--- config.mk ---
export PLATFORM = sky130hd
export DESIGN_NAME = grt_front
export DESIGN_NICKNAME = d
export VERILOG_FILES = /design/src/rtl/core/grt_pkg.sv /design/src/rtl/core/grt_front.sv
export SDC_FILE = /design/constraint.sdc
export NUM_CORES = 1
export LEC_CHECK = 0
export ABC_AREA = 0
export BUFFER_PORTS_ARGS = -buffer_cell sky130_fd_sc_hd__buf_2
export CAP_MARGIN = 20
export CORE_ASPECT_RATIO = 1.4
export CORE_MARGIN = 2
export CORE_UTILIZATION = 55
export CTS_BUF_LIST = sky130_fd_sc_hd__clkbuf_8
export DETAILED_ROUTE_END_ITERATION = 12
export PLACE_DENSITY = 0.79
export SKIP_LAST_GASP = 1
export SLEW_MARGIN = 30
export SYNTH_ARGS = -nofsm -noshare
export SYNTH_HDL_FRONTEND = slang
export SYNTH_SLANG_ARGS = --single-unit
--- constraint.sdc ---
create_clock -name clock -period 6.3 [get_ports clock]
set_clock_uncertainty 0.05 [all_clocks]
set_input_delay 0.945 -clock clock [delete_from_list [all_inputs] [get_ports clock]]
set_output_delay 0.945 -clock clock [all_outputs]
set_load 0.005 [all_outputs]
--- src/rtl/core/grt_pkg.sv ---
package grt_pkg;

   // Defaults for the top-level parameters.
   localparam int TILE_PIXELS_DEF = 32;
   localparam int MAX_COLS_DEF    = 64;
   localparam int MAX_ROWS_DEF    = 64;

   // Configuration port.
   localparam int CSR_DATA_W = 7;
   localparam int CSR_IDX_W  = 2;
   localparam logic [CSR_IDX_W-1:0]  CSR_MAP_WIDTH  = 2'd0;
   localparam logic [CSR_IDX_W-1:0]  CSR_MAP_HEIGHT = 2'd1;
   localparam logic [CSR_DATA_W-1:0] MAP_SIZE_RESET = 7'd64;

   // Fixed-point and datapath widths.
   localparam int FRAC_BITS  = 30;
   localparam int COORD_W    = 16;
   localparam int DIV_DEN_W  = 16;
   localparam int TILE_IDX_W = 18;

   // How the front end classifies a transaction.
   typedef enum logic [1:0] {
      KIND_WRITE = 2'd0,
      KIND_DROP  = 2'd1,
      KIND_CAST  = 2'd2
   } kind_type;

   typedef struct packed {
      kind_type                   kind;
      logic [5:0]                 col;
      logic [5:0]                 row;
      logic                       solid;
      logic [COORD_W-1:0]         origin_x;
      logic [COORD_W-1:0]         origin_y;
      logic signed [COORD_W-1:0]  dir_x;
      logic signed [COORD_W-1:0]  dir_y;
   } item_type;

   // Head of the queue as seen by the back end.
   typedef struct packed {
      logic     valid;
      item_type item;
   } queue_out_type;

endpackage

--- src/rtl/core/grt_front.sv ---
module grt_front #(
   parameter int MAX_COLS = grt_pkg::MAX_COLS_DEF,
   parameter int MAX_ROWS = grt_pkg::MAX_ROWS_DEF
) (
   input  logic                          clock,
   input  logic                          reset,
   input  logic                          hold,
   input  logic                          req_valid,
   output logic                          req_ready,
   input  logic                          req_mode,
   input  logic [5:0]                    req_tile_col,
   input  logic [5:0]                    req_tile_row,
   input  logic                          req_tile_solid,
   input  logic [15:0]                   req_origin_x,
   input  logic [15:0]                   req_origin_y,
   input  logic signed [15:0]            req_dir_x,
   input  logic signed [15:0]            req_dir_y,
   output grt_pkg::queue_out_type        q_out,
   input  logic                          q_pop
);
   import grt_pkg::*;

   item_type   entry_ff [2];
   logic       wr_ptr_ff, wr_ptr_in;
   logic       rd_ptr_ff, rd_ptr_in;
   logic [1:0] count_ff, count_in;
   item_type   item_in;
   logic       push;

   // Classify the incoming transaction.
   always_comb begin
      item_in          = '0;
      item_in.col      = req_tile_col;
      item_in.row      = req_tile_row;
      item_in.solid    = req_tile_solid;
      item_in.origin_x = req_origin_x;
      item_in.origin_y = req_origin_y;
      item_in.dir_x    = req_dir_x;
      item_in.dir_y    = req_dir_y;
      if (req_mode) begin
         item_in.kind = KIND_CAST;
      end else if ((32'(req_tile_col) < MAX_COLS) && (32'(req_tile_row) < MAX_ROWS)) begin
         item_in.kind = KIND_WRITE;
      end else begin
         item_in.kind = KIND_DROP;
      end
   end

   assign req_ready   = (count_ff != 2'd2) && !hold;
   assign push        = req_valid && req_ready;
   assign q_out.valid = (count_ff != 2'd0);
   assign q_out.item  = entry_ff[rd_ptr_ff];

   // Two-entry queue pointers.
   always_comb begin
      wr_ptr_in = wr_ptr_ff ^ push;
      rd_ptr_in = rd_ptr_ff ^ q_pop;
      count_in  = count_ff + {1'b0, push} - {1'b0, q_pop};
   end

   always_ff @(posedge clock) begin
      if (reset) begin
         wr_ptr_ff <= 1'b0;
         rd_ptr_ff <= 1'b0;
         count_ff  <= 2'd0;
      end else begin
         wr_ptr_ff <= wr_ptr_in;
         rd_ptr_ff <= rd_ptr_in;
         count_ff  <= count_in;
      end
   end

   // Queue storage.
   always_ff @(posedge clock) begin
      if (push) begin
         entry_ff[wr_ptr_ff] <= item_in;
      end
   end

endmodule

==> reports/metrics.cfg <==
[cts]
ctsLongestPathBuffers = 2
path_clk_slew_ps = 80
cts_tree = yes
clock_sinks = 160
holdBufCountCts = 0
cts_resized = 0
cts_buffers = 17
worstSkewPairLatency_ps = 430
cts_setup_buffers = 0
root_buffer = clkbuf_8
htreeDepth = 4

[synth]
synthTopCellsByArea = edfxtp_1 79%, mux2_2 13%, mux2_4 2.5%
synth.top_cells.by_count = 156 x edfxtp_1, 68 x mux2_2, 10 x mux2_4
yosysWarnings = 0
ys_ff_latch = 160
synth_mux_area_share_pct = 15.5
synth_most_common_cell = edfxtp_1
ys.flop_type = edfxtp_1
ys_seq_area_share_pct = 80.7
syn-num-nets = 355
synthDistinctLibCells = 18
synth_top_area_share_pct = 79.4
synth_fa_ha_area_share_pct = 0.848
yosysTopAreaCell = edfxtp_1
synthCells = 268
synth-edff-count = 156
synth-simple-area-share_pct = 0.360
synth.avg_cell_area_um2 = 22.0
synth_area_um2 = 5900
synth_top_family_by_area = multiplexers
synth-compound-area-share_pct = 0.382
ys_async_sr_fraction_pct = 0
synthXorXnorAreaFrac_pct = 0.530

[timing]
period_minus_slack_ps = 3060
setup_tns_ps = 0
period_share_pct = 48.6
setup_viol = 0
hold_viol_final = 0
hold_ws_ps = 606
fmax_mhz = 327
tightest_slew_ps = 678
drv_slew = 0
max_slew_margin_pct = 54.8
rsz0062_at_grt = false

[die]
ioPinCount = 164
dieArea_um2 = 11600
fp.dieH_um = 127
row_count = 44
fp.coreArea_um2 = 10400
start_util_pct = 56.7
fp.dieW_um = 91.6

[setup_path]
crit_slowest_cell = dfxtp_4
crit_path_end_kind = output pin
worst-setup-path-type = reg -> out
slowest_delay_ps = 800
cp_cell_sequence = buf_12, mux2_2, buf_2
arrival_ps = 2070
path_max_fanout = 48
critical_path.startpoint_type = register
cp_data_required_time_ps = 5300
critPathTopFamily = flip-flops
crit_buf_inv = 2

[final_layout]
nNetsFinal = 529
drive_gt1_share_pct = 60.6
area_growth_pct = 24.6
fillers = 689

[power]
cellLeakagePower_nw = 2.77
irDropWorstVdd_uv = 279
powerDensity_nw_per_um2 = 317

[place]
finalWeightedCongestion = 0.719
port_buffers = 162
hpwlAfterDp_um = 6760

[job]
maxCapViolations = 0

[drt]
dr.pass1.iters = 4
viasPerCell = 5.07
drc = 0
routedWlPerCell_um = 17.0
num_vias = 3011
routed_wirelength_um = 10100
ant_nets = 0
drtIter0Drc = 152

[global_route]
grt_pass1_wl_um = 15000
antenna_found_initial = 3
grt_usage_pct = 17.6
grt_pass1_vias = 3078
grt_max_degree = 49
grt-ovfl-total = 0

[min_path]
min_path_type = reg -> reg

[status]
status = finished clean

-- kinds of logic after synthesis --
logic type	count (synthesis)
adders and majority gates	4
and+or+nand+nor	5
buffers and inverters	15
AOI/OAI and AO/OA	3
other	1
muxes	78
DFF	160
xor gates and xnor gates	2
-- metrics by stage --
stage / cell area (um2) / power, mW / utilization (%) / setup WS (ps) / cells
floorplan: 5900 / 1.42 / - / 2780 / 268
global placement: 6840 / 1.52 / 65.7 / 3600 / 558
detailed placement: 6900 / 1.53 / 66.3 / 3670 / 561
CTS: 7350 / 2.35 / 70.6 / 3190 / 592
global route: 7350 / 2.42 / 70.7 / 3130 / 593
finish: 7350 / 2.33 / 70.7 / 3240 / 594
-- sequential cells by signal, summed over array words and instances, names as in the netlist --
signal and count:
count_ff 2, entry_ff 156, rd_ptr_ff 1, wr_ptr_ff 1
-- cell usage in the layout, fill, tap and decap left out, drive strengths merged --
master,instances
nand2,1
inv,6
nor2,3
clkinv,6
mux2,78
xnor2,1
ha,4
conb,1
clkbuf,17
dfxtp,4
a21oi,1
diode,2
clkinvlp,2
bufinv,5
nor2b,1
xnor3,1
o211ai,1
buf,165
o211a,1
edfxtp,156
-- cell type report --
class / count / area [um2] / area share [%]
repair buffers: 165 / 871 / 11.8
inverters: 5 / 18.8 / 0.255
multi-input cells: 93 / 1070 / 14.5
diodes: 2 / 5.00 / 0.0681
flip-flops and latches: 160 / 4770 / 64.8
clock inverters: 14 / 215 / 2.93
well taps: 138 / 173 / 2.35
clock buffers: 17 / 234 / 3.18
-- worst paths after layout --
path,from,endpoint,slack [ps],cells past startpoint
setup / recovery,rd_ptr_ff,q_out[19],3240,3
hold / removal,wr_ptr_ff,wr_ptr_ff,610,3
setup reg to reg,count_ff[1],entry_ff[0][20],4360,4
hold reg to reg,wr_ptr_ff,wr_ptr_ff,610,3
-- worst min-delay path: stages (launching register included) --
cell and delay, ps:
dfxtp_1 350, inv_1 110, ha_4 130, nor2_1 30
-- layer usage --
layer	track usage, %	up-vias	wire, um
li1	-	1400	-
met1	19.4	1474	3890
met2	29.6	111	5320
met3	6.59	24	635
met4	9.18	2	261
met5	0	-	11
-- where the power goes --
| part | total, mW | internal, mW | switching (mW) |
|---|---|---|---|
| sequential | 1.26 | 1.24 | 0.0275 |
| combinational | 0.242 | 0.133 | 0.109 |
| clock | 0.826 | 0.470 | 0.356 |
| total | 2.33 | 1.84 | 0.493 |
Power figures use the tool's default switching activity.
